$ cat src/hw/rtl/tdec_div.sv
// Pipelined restoring divider, one quotient bit per stage.
module tdec_div #(
  parameter int DW = 17,
  parameter int NB = 26,
  parameter int SW = 8
) (
  input  logic          clk_i,
  input  logic          rst_ni,
  input  logic          en_i,
  input  logic          valid_i,
  input  logic [DW-1:0] den_i,
  input  logic [DW-1:0] rem_i,   // upper part of the dividend, below den_i
  input  logic [NB-1:0] num_i,   // lower dividend bits, shifted in msb first
  input  logic [SW-1:0] side_i,
  output logic          valid_o,
  output logic [NB-1:0] quo_o,
  output logic [SW-1:0] side_o
);

  logic          vld_q  [NB];
  logic [DW-1:0] den_q  [NB];
  logic [DW-1:0] rem_q  [NB];
  logic [NB-1:0] num_q  [NB];
  logic [NB-1:0] quo_q  [NB];
  logic [SW-1:0] side_q [NB];

  for (genvar k = 0; k < NB; k++) begin : g_stage
    logic          vld_p;
    logic [DW-1:0] den_p;
    logic [DW-1:0] rem_p;
    logic [NB-1:0] num_p;
    logic [NB-1:0] quo_p;
    logic [SW-1:0] side_p;
    logic [DW:0]   cur;
    logic [DW:0]   diff;
    logic          ge;

    if (k == 0) begin : g_first
      assign vld_p  = valid_i;
      assign den_p  = den_i;
      assign rem_p  = rem_i;
      assign num_p  = num_i;
      assign quo_p  = '0;
      assign side_p = side_i;
    end else begin : g_rest
      assign vld_p  = vld_q[k-1];
      assign den_p  = den_q[k-1];
      assign rem_p  = rem_q[k-1];
      assign num_p  = num_q[k-1];
      assign quo_p  = quo_q[k-1];
      assign side_p = side_q[k-1];
    end

    assign cur  = {rem_p, num_p[NB-1]};
    assign diff = cur - {1'b0, den_p};
    assign ge   = (cur >= {1'b0, den_p});

    always_ff @(posedge clk_i or negedge rst_ni) begin
      if (!rst_ni) begin
        vld_q[k] <= 1'b0;
      end else if (en_i) begin
        vld_q[k] <= vld_p;
      end
    end

    always_ff @(posedge clk_i) begin
      if (en_i) begin
        den_q[k]  <= den_p;
        rem_q[k]  <= ge ? diff[DW-1:0] : cur[DW-1:0];
        num_q[k]  <= {num_p[NB-2:0], 1'b0};
        quo_q[k]  <= {quo_p[NB-2:0], ge};
        side_q[k] <= side_p;
      end
    end
  end

  assign valid_o = vld_q[NB-1];
  assign quo_o   = quo_q[NB-1];
  assign side_o  = side_q[NB-1];

endmodule

$ cat config.mk
export PLATFORM = sky130hd
export DESIGN_NAME = tdec_div
export DESIGN_NICKNAME = d
export VERILOG_FILES = /design/src/hw/rtl/tdec_div.sv
export SDC_FILE = /design/constraint.sdc
export NUM_CORES = 2
export LEC_CHECK = 0
export BUFFER_PORTS_ARGS = -buffer_cell sky130_fd_sc_hd__buf_2
export CAP_MARGIN = 10
export CORE_MARGIN = 2
export CORE_UTILIZATION = 40
export DETAILED_ROUTE_END_ITERATION = 8
export MAX_ROUTING_LAYER = met4
export PLACE_DENSITY_LB_ADDON = 0.12
export SLEW_MARGIN = 20
export SYNTH_ARGS = -nofsm -noshare
export SYNTH_HDL_FRONTEND = slang
export SYNTH_SLANG_ARGS = --single-unit
$ cat constraint.sdc
create_clock -name clk_i -period 4.3 [get_ports clk_i]
set_input_delay 1.075 -clock clk_i [delete_from_list [all_inputs] [get_ports clk_i]]
set_output_delay 1.075 -clock clk_i [all_outputs]
set_load 0.1 [all_outputs]
; ---- Yosys cells after proc, flatten, opt, wreduce, memory -nomap -nowiden
; Memories as Yosys holds them, arrays and structs flattened.
; Index checks and enable logic that the tools add are counted.
[word_totals]
mem_bits_rw = 2418
word_cells = 111
latch_bits = 0
input_bits = 72
regBits = 26
out_inout_bits = 35
rom_bits = 0
n_memories = 5
[op_classes]
n_mul = 0
div = 0
n_reduce_logical = 0
shifts = 0
addsub = 26
eq_ne = 0
n_lt_le_gt_ge = 26
n_bitwise = 0
muxes = 28
[mem_list]
columns = name, words, word_bits, rd, rd_ports_with_merged_regs, write_ports, line_no
row1 = quo_q, 26, 26, 26, 0, 26, 24  ; logic [NB-1:0] quo_q [NB];
row2 = num_q, 26, 25, 25, 0, 26, 23  ; logic [NB-1:0] num_q [NB];
row3 = den_q, 26, 17, 25, 0, 26, 21  ; logic [DW-1:0] den_q [NB];
row4 = rem_q, 26, 17, 25, 0, 26, 22  ; logic [DW-1:0] rem_q [NB];
row5 = side_q, 26, 8, 26, 0, 26, 25  ; logic [SW-1:0] side_q [NB];
[op_table]
columns = operator, count
row1 = >= comparator 18 x 17 -> 1 bit, 26
row2 = 2-to-1 mux 17 bit, 26
row3 = subtractor 17 bit, 26
row4 = 2-to-1 mux 1 bit, 2

; ---- Longest topological paths before layout
; An unclocked memory read counts as a cell.
[depth]
depth_word = 3
mapped_depth = 14
depth_no_buf = 12

; ---- Worst setup path after synthesis
; Ideal clock, no wire load.
[synth_timing]
path_kind = input to register
startpoint = input port num_i[25]
endpoint = memory rem_q[0][10], data pin
t_required_ns = 4.040
t_arrival_ns = 3.637
setup_ns = 0.260
path_buffers = 1
cell_stages = 13
path_slack_ns = 0.403
cell_sequence = inv_1 -> ha_1 -> inv_1 -> fa_1 -> a211oi_1 -> o21ai_0 -> a21oi_1 -> o31a_1 -> o21ai_0 -> a21o_1 -> a31oi_4 -> buf_4 -> mux2_2
[synth_lines]
columns = item, line_no
row1 = from (decl), 13  ; input logic [NB-1:0] num_i,
row2 = to (decl), 22

==> metrics.md <==
| Metric | Value |
|---|---|
| Status | complete, no violations |
| Post-synth EDFFs | 1734 |
| Met1 WL | 65500 um |
| Fin. Hold Viols | 0 |
| Largest net degree at the start of global routing | 111 |
| Core area | approximately 200000 um^2 |
| Relative slew margins | 0.344 |
| Startpoint types | flip-flop |
| CP arrival | 4.45 ns |
| Leak Pwr | 34.3 nW |
| R2R Setup Slk | 0.42 ns |
| Buffers plus inverters on the worst setup path | 2 |
| Initial Util | 0.401 |
| GRT Total Usage | 0.146 |
| WS Path Type | flip-flop to flip-flop |
| Setup crit start | num_q[2][174]$_DFFE_PP_ |
| Initial antenna violation count | 8 |
| Dpl hpwl | around 99000 um |
| Worst path max stage delay | 0.57 ns |
| Met3 Wirelength | 6190 um |
| Antenna Nets Post-Route | 0 |
| Number of global-route vias before repair | 42000 |
| RSZ-0062 raised after global routing | false |
| Cell Int Power | 43.1 mW |
| CTS tree | built |
| Placed instance area | 83500 um^2 |
| Top cells by area, synth | edfxtp_1 (66%), ha_1 (7.0%), mux2_2 (4.4%), inv_1 (2.7%), xnor2_1 (2.3%) |
| Hold Buf Count CTS | 0 |
| Critical path, cell by cell | inv_1 -> ha_1 -> inv_1 -> fa_1 -> a211oi_1 -> o21a_1 -> o21ai_0 -> a41oi_1 -> o211a_1 -> or2_2 -> mux2_2 |
| Routed length per instance | 16.6 um |
| Setup ws final | 0.420 ns |
| Worst slack at placement | 0.0872 ns |
| Syn Nets | 5932 |
| VDD IR max | 0.405 mV |
| Post-synth ARST share | 0.0148 |
| CP Capture Type | flip-flop |
| Share of power burned in registers | 0.398 |
| Max Used Layer | met4 |
| DP Cell Count | 8185 |
| Final Setup Violations | 0 |
| I/O Buffers | 106 |
| Iteration-0 DRC Markers | 2622 |
| Share of layout cells above drive strength 1 | 0.148 |
| Detailed-route wire length | 142000 um |
| Worst-path clk slew | 0.06 ns |
| Synth area leader | edfxtp_1 |
| Commonest cells after routing, fill and taps aside | edfxtp_1 (1734), inv_1 (557), ha_1 (442) |
| Pwr dens | 702 nW/um^2 |
| First-pass GRT wire length | 227000 um |
| Worst-path fanout max | 23 |
| Crit path required time | 4.87 ns |
| Yosys cell types | 80 |
| Design area | 89700 um^2 |
| Cells after synthesis | 5393 |
| F_max | 258 MHz |
| Setup TNS | 0 ns |
| Reg2reg path depth | 11 |
| Post-CTS sizing | 0 |
| Clock skew | 0.0193 ns |
| Routability cong. | 0.833 |
| Longest Clk Path Bufs | 3 |
| Die height | 448 um |
| H-tree Lvls | 4 |
| Register area share after synthesis | 0.668 |
| Crit-path slowest cell | a41oi_1 |
| Die area | 201000 um^2 |
| Area Overhead vs Synth | 13.7% |
| CP most frequent cell | inv_1 |
| CTS sink cnt | 1760 |
| Top delay family on crit path | compound AO/OA/AOI/OAI gates |
| Synth Area per Inst | about 15 um^2 |
| Net Sw Frac | 0.315 |
| DR WL met2 | between 60000 and 70000 um |
| Rows | 163 |
| Most common cell after layout, fill and taps aside | edfxtp_1 |
| Die X | 448 um |
| Final Power | around 63 mW |
| Via/cell ratio | 4.95 |
| Fin. max-slew vios | 0 |
| Vias after detailed routing | between 40000 and 50000 |
| WHS | 0.254 ns |
| Post-CTS Repair Setup Buffers | 0 |
| Mapped Area | 78900 um^2 |
| Post-synth top flop | edfxtp_1 |
| Worst r2r dst | rem_q[23][1]$_DFFE_PP_ |
| Non-filler cells, final | 8538 |
| Final min period | 3.88 ns |
| Total CTS buffers | 193 |
| Clk_lat worst skew | 0.82 ns |
| Seq cells post-synth | approximately 1800 |
| Worst hold path class | primary input to asynchronous set/reset pin |
| Clk Tree Root Cell | clkbuf_16 |
| Ys Warns | 0 |
| Final Core Density | 0.456 |
| Worst reg2reg startpoint | num_q[2][174]$_DFFE_PP_ |
| Combinational power share | 0.346 |
| Worst Tran Pin Value | 0.984 ns |
| Post-layout nets | 6279 |
| Gr ovfl total | 0 |
| Io pins | 107 |
| Period utilisation layout | 0.902 |
| DRC viols | 0 |
| Max_cap viols | 0 |
| Psw | 19.9 mW |
| Clk pwr share | 0.255 |
| Share of the synthesized area in the top cell type | 0.660 |
| Drt pass-1 iters | 5 |
==> routing by layer <==
layer | up-vias | GRT usage
met5 | - | -
met4 | 0 | 0.0500
met3 | 262 | 0.0292
met2 | 663 | 0.227
met1 | 20400 | 0.190
li1 | 21000 | -
==> synth_stat cells (all sizes together) (17+ instances only) <==
library cell and count:
o21bai 71, and3 18, a211o 19, xnor2 209, o31a 31, a21oi 323, inv 557, nand4 68
nand2 208, a21o 130, xor2 122, fa 25, ha 442, a211oi 46, o21ai 240, nor3 67
mux2 326, mux2i 25, nor2b 42, clkbuf 32, dfrtp 26, a2111oi 22, nand2b 23, buf 21
edfxtp 1734, nand3 43, a31oi 44, nor2 258, o21a 52, o211ai 17
==> worst register-to-register path: cells and delay by family, from the launching register on <==
family	cells	cell delay, ns
compound gates	5	1.68
fa+ha+maj	2	0.60
simple gates	1	0.42
mux	1	0.40
flops	1	0.39
buf+inv	2	0.13
==> kinds of logic (layout without fill, tap and decap cells) <==
| family | after synthesis | after routing | share of synthesized area |
|---|---|---|---|
| compound gates | 1102 | 1102 | 0.0927 |
| other cells | 0 | 8 | 0 |
| fa+ha+maj | 467 | 467 | 0.0764 |
| xor+xnor | 331 | 331 | 0.0367 |
| flops | 1760 | 1760 | 0.668 |
| simple gates | 772 | 772 | 0.0451 |
| mux | 351 | 351 | 0.0505 |
| buf+inv | 610 | 1107 | 0.0303 |
==> final cells by class <==
cell class | count | area [um^2]
Clock buffer | 231 | 5030
Sequential cell | 1760 | 52700
Multi-Input combinational cell | 3023 | 23800
Tap cell | 2640 | 3300
Timing Repair Buffer | 205 | 1550
Fill cell | 17500 | 107000
Clock inverter | 114 | 1130
Antenna cell | 8 | 20.0
Inverter | 557 | 2090
==> how the worst max path moves through the flow <==
stage,endpoint,slack (ns),depth (start not counted)
2_1_floorplan,rem_q[0][10]$_DFFE_PP_,0.40,13
3_3_place_gp,rem_q[0][1]$_DFFE_PP_,-0.04,14
3_5_place_dp,rem_q[0][1]$_DFFE_PP_,0.09,14
4_1_cts,rem_q[7][6]$_DFFE_PP_,0.40,13
5_1_grt,rem_q[7][6]$_DFFE_PP_,0.16,13
6_report,rem_q[23][1]$_DFFE_PP_,0.42,11
==> registers in the layout, indices dropped and copies added (netlist names) <==
| name | flops |
|---|---|
| g_stage.vld_p | 25 |
| num_q | 325 |
| side_q | 208 |
| den_q | 425 |
| rem_q | 425 |
| quo_q | 351 |
| valid_o | 1 |
==> power groups by stage <==
stage	Sequential, mW	Clock, mW	Combinational [mW]
2_1_floorplan	24.9	0	17.0
3_3_place_gp	25.5	0	21.3
3_5_place_dp	25.5	0	21.6
4_1_cts	25.2	16.7	21.8
5_1_grt	25.4	17.4	24.4
6_report	25.1	16.1	21.8
No activity file was read; power rests on OpenSTA's default activity.
