`config.mk`:
```
export PLATFORM = sky130hd
export DESIGN_NAME = tdec_sqrt
export DESIGN_NICKNAME = d
export VERILOG_FILES = /design/src/hw/rtl/tdec_sqrt.sv
export SDC_FILE = /design/constraint.sdc
export NUM_CORES = 2
export LEC_CHECK = 0
export ABC_CLOCK_PERIOD_IN_PS = 4550
export CORE_MARGIN = 4
export CORE_UTILIZATION = 50
export DETAILED_ROUTE_END_ITERATION = 16
export DONT_BUFFER_PORTS = 1
export PLACE_DENSITY = 0.65
export SLEW_MARGIN = 10
export SYNTH_ARGS = -nofsm -noshare
export SYNTH_HDL_FRONTEND = slang
export SYNTH_SLANG_ARGS = --single-unit
```
`constraint.sdc`:
```
create_clock -name clk_i -period 4.55 [get_ports clk_i]
set_input_delay 0.2275 -clock clk_i [delete_from_list [all_inputs] [get_ports clk_i]]
set_output_delay 0.2275 -clock clk_i [all_outputs]
set_load 0.05 [all_outputs]
```
`src/hw/rtl/tdec_sqrt.sv`:
```
// Pipelined integer square root, two radicand bits per stage.
module tdec_sqrt #(
  parameter int QW = 50,
  parameter int SW = 8
) (
  input  logic              clk_i,
  input  logic              rst_ni,
  input  logic              en_i,
  input  logic              valid_i,
  input  logic [QW-1:0]     rad_i,
  input  logic [SW-1:0]     side_i,
  output logic              valid_o,
  output logic [QW/2-1:0]   root_o,
  output logic [SW-1:0]     side_o
);

  localparam int RW = QW / 2;

  logic          vld_q  [RW];
  logic [RW+1:0] rem_q  [RW];
  logic [RW-1:0] root_q [RW];
  logic [QW-1:0] rad_q  [RW];
  logic [SW-1:0] side_q [RW];

  for (genvar k = 0; k < RW; k++) begin : g_stage
    logic          vld_p;
    logic [RW+1:0] rem_p;
    logic [RW-1:0] root_p;
    logic [QW-1:0] rad_p;
    logic [SW-1:0] side_p;
    logic [RW+1:0] cur;
    logic [RW+1:0] trial;
    logic          ge;

    if (k == 0) begin : g_first
      assign vld_p  = valid_i;
      assign rem_p  = '0;
      assign root_p = '0;
      assign rad_p  = rad_i;
      assign side_p = side_i;
    end else begin : g_rest
      assign vld_p  = vld_q[k-1];
      assign rem_p  = rem_q[k-1];
      assign root_p = root_q[k-1];
      assign rad_p  = rad_q[k-1];
      assign side_p = side_q[k-1];
    end

    assign cur   = {rem_p[RW-1:0], rad_p[QW-1:QW-2]};
    assign trial = {root_p, 2'b01};
    assign ge    = (cur >= trial);

    always_ff @(posedge clk_i or negedge rst_ni) begin
      if (!rst_ni) begin
        vld_q[k] <= 1'b0;
      end else if (en_i) begin
        vld_q[k] <= vld_p;
      end
    end

    always_ff @(posedge clk_i) begin
      if (en_i) begin
        rem_q[k]  <= ge ? (cur - trial) : cur;
        root_q[k] <= {root_p[RW-2:0], ge};
        rad_q[k]  <= {rad_p[QW-3:0], 2'b00};
        side_q[k] <= side_p;
      end
    end
  end

  assign valid_o = vld_q[RW-1];
  assign root_o  = root_q[RW-1];
  assign side_o  = side_q[RW-1];

endmodule

```
---- Word-level counts from Yosys, hierarchy flattened ----
Memories as Yosys holds them, arrays and structs flattened.
Index checks and enable logic that the tools add are counted.
storage, ports and cells
  register bits ........................... 25
  latch bits .............................. 0
  bits in writable memories ............... 2700
  bits in read-only memories .............. 0
  bits of input ports ..................... 62
  output and inout port bits .............. 34
  logic and storage cells ................. 106
  memories kept ........................... 4
operators by class
  add/subtract/negate cells ............... 25
  $mul .................................... 0
  div/mod/pow operators ................... 0
  order comparisons ....................... 25
  equal/unequal tests ..................... 0
  shift-type cells ........................ 0
  mux-type cells .......................... 27
  bitwise gates (word level) .............. 0
  reduce and logical (&&, ||, !) cells .... 0
memory list
  memory  words  width  rd ports  clocked after memory_dff  wr ports  RTL line  source
  rad_q   25     48     24        0                         25        22        logic [QW-1:0] rad_q [RW];
  rem_q   25     27     24        0                         25        20        logic [RW+1:0] rem_q [RW];
  root_q  25     25     25        0                         25        21        logic [RW-1:0] root_q [RW];
  side_q  25     8      25        0                         25        23        logic [SW-1:0] side_q [RW];
operators with widths
  kind                                                                                 count
  27-bit 2-to-1 mux                                                                    25
  27-bit greater-or-equal comparator                                                   24
  27-bit subtractor                                                                    24
  2-bit by 1-bit subtractor with 3-bit output, second input constant                   1
  2-bit by 1-bit greater-or-equal comparator with 1-bit output, second input constant  1
  1-bit 2-to-1 mux                                                                     2

---- Depth between registers and ports, before layout ----
An unclocked memory read counts as a cell.
  word-level depth ........................ 3
  depth in mapped cells ................... 14
  gate-level depth less buffers ........... 12

---- Least setup slack after synthesis ----
Ideal clock, no wire load.
  path kind ............................... register to register
  start ................................... memory rem_q[2][59] in the netlist's numbering
  end ..................................... memory rem_q[2][85] in the netlist's numbering (data pin)
  setup time .............................. 0.260 ns
  arrival time ............................ 2.908 ns
  required time ........................... 4.290 ns
  path slack .............................. 1.382 ns
  stages on the path, launching flop included .. 11
  buffers on the path ..................... 1
  clock period less this slack ............ 3.168 ns
  cell sequence ........................... edfxtp_1 ha_1 a21o_1 a21o_1 a21o_1 a221o_1 o21ai_1 o21ai_0 a41oi_1 clkbuf_1 mux2_2
RTL lines
  element          RTL line
  start, declared  20

==> impl_results.html <==
<table>
<tr><th>Metric</th><th>Value</th></tr>
<tr><th colspan="2">STA</th></tr>
<tr><td>Maximum frequency from static timing analysis</td><td>238 MHz</td></tr>
<tr><td>Minimum clock period</td><td>around 4.2 ns</td></tr>
<tr><td>Post-route fraction of the period consumed by the critical path</td><td>between 90 and 100%</td></tr>
<tr><td>Transition at the pin with the smallest max-transition slack</td><td>between 1 and 1.5 ns</td></tr>
<tr><td>Final worst clock skew</td><td>0.0380 ns</td></tr>
<tr><td>Post-Route Hold Slack</td><td>about 0.074 ns</td></tr>
<tr><td>Total of endpoints with negative setup slack in the final report</td><td>0</td></tr>
<tr><td>Max-slew violations</td><td>0</td></tr>
<tr><td>Setup repair after global routing missed its margin</td><td>false</td></tr>
<tr><td>Final critical-path setup slack</td><td>about 0.34 ns</td></tr>
<tr><td>Endpoints failing hold</td><td>0</td></tr>
<tr><td>Max-slew headroom at the worst pin</td><td>about a fifth</td></tr>
<tr><th colspan="2">Global routing</th></tr>
<tr><td>Number of global-route vias before repair</td><td>41100</td></tr>
<tr><td>Total global-route track usage</td><td>~16%</td></tr>
<tr><td>Global-route wire length before repair</td><td>roughly 210000 um</td></tr>
<tr><td>Overflow after GRT</td><td>0</td></tr>
<tr><td>Maximum number of pins on one net before global-route repair</td><td>270</td></tr>
<tr><td>Antenna violations before repair</td><td>2</td></tr>
<tr><th colspan="2">Floorplan</th></tr>
<tr><td>Die Outline Area</td><td>157000 um2</td></tr>
<tr><td>Top-level I/O count</td><td>96</td></tr>
<tr><td>Die width</td><td>about 400 um</td></tr>
<tr><td>Initial cell density of the core</td><td>50.3%</td></tr>
<tr><td>Y dimension of the die</td><td>between 300 and 400 um</td></tr>
<tr><td>Number of standard-cell rows in the floorplan</td><td>~140</td></tr>
<tr><td>Std-Cell Core Area</td><td>150000 um2</td></tr>
<tr><th colspan="2">Worst setup path</th></tr>
<tr><td>Worst Path Max Fanout</td><td>20</td></tr>
<tr><td>Worst-case register-to-register setup slack</td><td>about 0.34 ns</td></tr>
<tr><td>Bufs and invs on worst path</td><td>2</td></tr>
<tr><td>Crit path kind</td><td>register to register</td></tr>
<tr><td>Most numerous cell on the critical path</td><td>sky130_fd_sc_hd__a21oi_1</td></tr>
<tr><td>CP max-delay cell</td><td>sky130_fd_sc_hd__o2111ai_2</td></tr>
<tr><td>Delay-heaviest family, CP</td><td>compound AO/OA/AOI/OAI gates</td></tr>
<tr><td>Worst reg2reg endpoint</td><td>rem_q[2][111]</td></tr>
<tr><td>Critical path, cell by cell</td><td>inv_1, ha_1, o21a_1, nor2_1, o21ai_0, a31oi_1, o31ai_1, a21oi_1, o2111ai_2, buf_4, a21oi_1</td></tr>
<tr><td>Logic depth of the worst register-to-register path</td><td>11</td></tr>
<tr><td>Kind of end point of the critical path</td><td>register</td></tr>
<tr><td>Data arrival time of the worst path</td><td>between 4 and 5 ns</td></tr>
<tr><td>Critical path launch point type</td><td>register</td></tr>
<tr><td>CP peak stage delay</td><td>0.84 ns</td></tr>
<tr><td>R2r startpoint</td><td>root_q[1][75]</td></tr>
<tr><td>Required time of the critical path</td><td>5.06 ns</td></tr>
<tr><th colspan="2">Synth</th></tr>
<tr><td>Post-synthesis sequential area ratio</td><td>slightly below 70%</td></tr>
<tr><td>Proportion of netlist area held by the largest area contributor</td><td>67.3%</td></tr>
<tr><td>Number of enable flip-flop cells after synthesis</td><td>about 1700</td></tr>
<tr><td>Distinct cell type count of the synthesized netlist</td><td>81</td></tr>
<tr><td>Async SR Flop Fraction</td><td>under 10%</td></tr>
<tr><td>Synthesized instance count</td><td>around 5500</td></tr>
<tr><td>Top cells by area, synth</td><td>sky130_fd_sc_hd__edfxtp_1 67%, sky130_fd_sc_hd__ha_1 5.8%, sky130_fd_sc_hd__xnor2_1 2.9%, sky130_fd_sc_hd__xor2_1 2.4%, sky130_fd_sc_hd__inv_1 2.1%</td></tr>
<tr><td>Post-synthesis sequential element count</td><td>1717</td></tr>
<tr><td>Synth Net Count</td><td>between 5000 and 6000</td></tr>
<tr><td>Warning count from the yosys run</td><td>0</td></tr>
<tr><td>Average instance area after synthesis</td><td>around 14 um2</td></tr>
<tr><td>Area leader, netlist</td><td>sky130_fd_sc_hd__edfxtp_1</td></tr>
<tr><td>Top cell types by occurrence after synthesis</td><td>1692 x sky130_fd_sc_hd__edfxtp_1, 430 x sky130_fd_sc_hd__inv_1, 371 x sky130_fd_sc_hd__nand2_1</td></tr>
<tr><td>Main synth FF type</td><td>sky130_fd_sc_hd__edfxtp_1</td></tr>
<tr><td>Count leader, synth</td><td>sky130_fd_sc_hd__edfxtp_1</td></tr>
<tr><td>Synth Cell Area</td><td>75500 um2</td></tr>
<tr><th colspan="2">Pwr</th></tr>
<tr><td>Power density of the placed cells</td><td>around 500 nW/um2</td></tr>
<tr><td>Total power</td><td>between 40 and 50 mW</td></tr>
<tr><td>Switching share of power</td><td>26.4%</td></tr>
<tr><td>Worst ir drop on vdd</td><td>between 0.4 and 0.5 mV</td></tr>
<tr><td>Share of total power in sequential cells</td><td>around half</td></tr>
<tr><td>Net load switching power</td><td>roughly 11 mW</td></tr>
<tr><td>Clk pwr share</td><td>32.9%</td></tr>
<tr><td>Cell internal pwr</td><td>31.0 mW</td></tr>
<tr><td>Leakage power of the design</td><td>roughly 32 nW</td></tr>
<tr><td>Combinational share of power</td><td>17.4%</td></tr>
<tr><th colspan="2">Detailed routing</th></tr>
<tr><td>Routed via count divided by cell count</td><td>~5.4</td></tr>
<tr><td>Post-detailed-route wirelength per cell</td><td>approximately 16 um</td></tr>
<tr><td>Number of iterations in the first detailed-routing pass</td><td>5</td></tr>
<tr><td>Final wirelength</td><td>about 130000 um</td></tr>
<tr><td>DR vias</td><td>between 40000 and 50000</td></tr>
<tr><td>Number of DRC markers after the initial detailed-route iteration</td><td>2970</td></tr>
<tr><td>Residual DRC</td><td>0</td></tr>
<tr><td>Post-route ant nets</td><td>0</td></tr>
<tr><th colspan="2">Clocking</th></tr>
<tr><td>H-tree Lvls</td><td>4</td></tr>
<tr><td>Number of buffers created by CTS</td><td>~170</td></tr>
<tr><td>CTS tree</td><td>built</td></tr>
<tr><td>Clock Sink Count</td><td>between 1500 and 2000</td></tr>
<tr><td>Worst-path clk slew</td><td>0.06 ns</td></tr>
<tr><td>Root Driver</td><td>sky130_fd_sc_hd__clkbuf_16</td></tr>
<tr><td>Maximum clock path buffer count</td><td>3</td></tr>
<tr><td>Source-to-sink clock delay at the later pin of the worst-skew pair</td><td>roughly 0.8 ns</td></tr>
<tr><td>Post-CTS Setup Inserts</td><td>0</td></tr>
<tr><th colspan="2">Placement</th></tr>
<tr><td>Number of buffers added on ports</td><td>0</td></tr>
<tr><td>Detailed placement HPWL</td><td>roughly 85000 um</td></tr>
<tr><td>Global placement routability congestion</td><td>roughly 0.9</td></tr>
<tr><td>Setup slack after placement</td><td>~0.076 ns</td></tr>
<tr><th colspan="2">Final layout</th></tr>
<tr><td>Area growth, synth to finish</td><td>12.6%</td></tr>
<tr><td>Storage element area</td><td>51400 um2</td></tr>
<tr><td>Layout cell share with drive strength beyond 1</td><td>under 10%</td></tr>
<tr><td>Fillcell total</td><td>approximately 12000</td></tr>
<tr><td>Nets</td><td>6107</td></tr>
<tr><td>Multi-input logic area</td><td>between 20000 and 25000 um2</td></tr>
<tr><th colspan="2">Worst hold path</th></tr>
<tr><td>Type of the most critical hold path</td><td>input pin to asynchronous set/reset pin</td></tr>
<tr><th colspan="2">Status</th></tr>
<tr><td>Result of the run</td><td>finished, final reports clean</td></tr>
<tr><th colspan="2">Run</th></tr>
<tr><td>Number of violations of the max-capacitance limit</td><td>0</td></tr>
</table>
==> routing by layer <==
metal,routed length [um],GRT usage (%),up-vias
met5,0,0,-
li1,-,-,20700
met2,60400,26.3,864
met4,3960,5.99,0
met1,56800,21.9,20200
met3,5950,2.84,253
==> how the worst max path moves through the flow <==
| stage | startpoint | endpoint | slack (ns) | cells past startpoint |
|---|---|---|---|---|
| 2_1_floorplan | rem_q[2][59] | rem_q[2][85] | 1.38 | 10 |
| 3_5_place_dp | en_i | rad_q[0][226] | 0.08 | 5 |
| 6_report | root_q[1][75] | rem_q[2][111] | 0.34 | 11 |
| 5_1_grt | root_q[1][75] | rem_q[2][113] | 0.04 | 12 |
| 3_3_place_gp | en_i | rad_q[0][33] | -0.37 | 5 |
| 4_1_cts | en_i | root_q[0][156] | 0.11 | 7 |
==> power by group through the flow <==
stage	Clock, mW	Combinational, mW	Sequential, mW
after floorplan	0	5.51	20.8
after global placement	0	6.97	21.3
after detailed placement	0	7.16	21.3
after CTS	14.3	7.30	21.0
after global routing	15.0	8.24	21.2
final	13.9	7.35	20.9
==> through the flow <==
stage | TNS, ns | utilization [%] | instance area (um2) | instances
floorplan | 0 | - | 75500 | 5464
global placement | -92.78 | 52.1 | 78100 | 7419
detailed placement | 0 | 52.1 | 78200 | 7420
CTS | 0 | 56.6 | 84900 | 7836
global route | 0 | 56.7 | 85000 | 7840
finish | 0 | 56.7 | 85000 | 7841
==> placed cells by master, fill, tap and decap left out, drive strengths merged, types with 14 or more instances in the layout <==
| cell type | instances |
|---|---|
| nand3 | 69 |
| edfxtp | 1692 |
| and3 | 30 |
| nand3b | 18 |
| or3 | 46 |
| nor2 | 313 |
| or4 | 23 |
| a21o | 130 |
| mux2 | 74 |
| nor2b | 43 |
| and2 | 19 |
| clkinv | 62 |
| o21bai | 41 |
| dfrtp | 25 |
| a31oi | 33 |
| nor4b | 16 |
| a21oi | 317 |
| nand4 | 51 |
| a211oi | 20 |
| o21ai | 255 |
| dlygate4sd3 | 109 |
| bufinv | 14 |
| xor2 | 207 |
| clkbuf | 223 |
| nor3 | 136 |
| a21boi | 14 |
| o21a | 69 |
| inv | 438 |
| nand2 | 371 |
| ha | 351 |
| o31ai | 31 |
| or2 | 25 |
| nor4 | 65 |
| buf | 39 |
| xnor2 | 248 |
| nand2b | 56 |
==> area by class of cell <==
type	instances	area share, %
Clock inverter	85	1.19
Clock buffer	221	5.42
Tap cell	2016	2.97
Inverter	431	1.90
Antenna cell	1	0.00295
Timing Repair Buffer	150	1.95
Multi-Input combinational cell	3220	26.0
Sequential cell	1717	60.5
==> sequential cells by signal, summed over array words and instances, names as in the netlist <==
signal and count:
rem_q 567, root_q 325, side_q 200, g_stage.vld_p 24
valid_o 1, rad_q 600
==> logic make-up after synthesis <==
logic type,share of synthesized area [%]
flip-flops,68.1
AND/OR/NAND/NOR,8.57
AO/OA/AOI/OAI,8.40
buffers and inverters,2.63
XOR/XNOR,5.28
adder cells (fa/ha/maj),5.82
multiplexers,1.16
other,0.00497
==> what timing repair did <==
action,CTS,global route
endpoints found under the setup margin,0,345
resized for setup,0,0
hold buffers,110,0
endpoints found under the hold margin,193,0
Note: power is estimated with default switching activity, not from simulation.
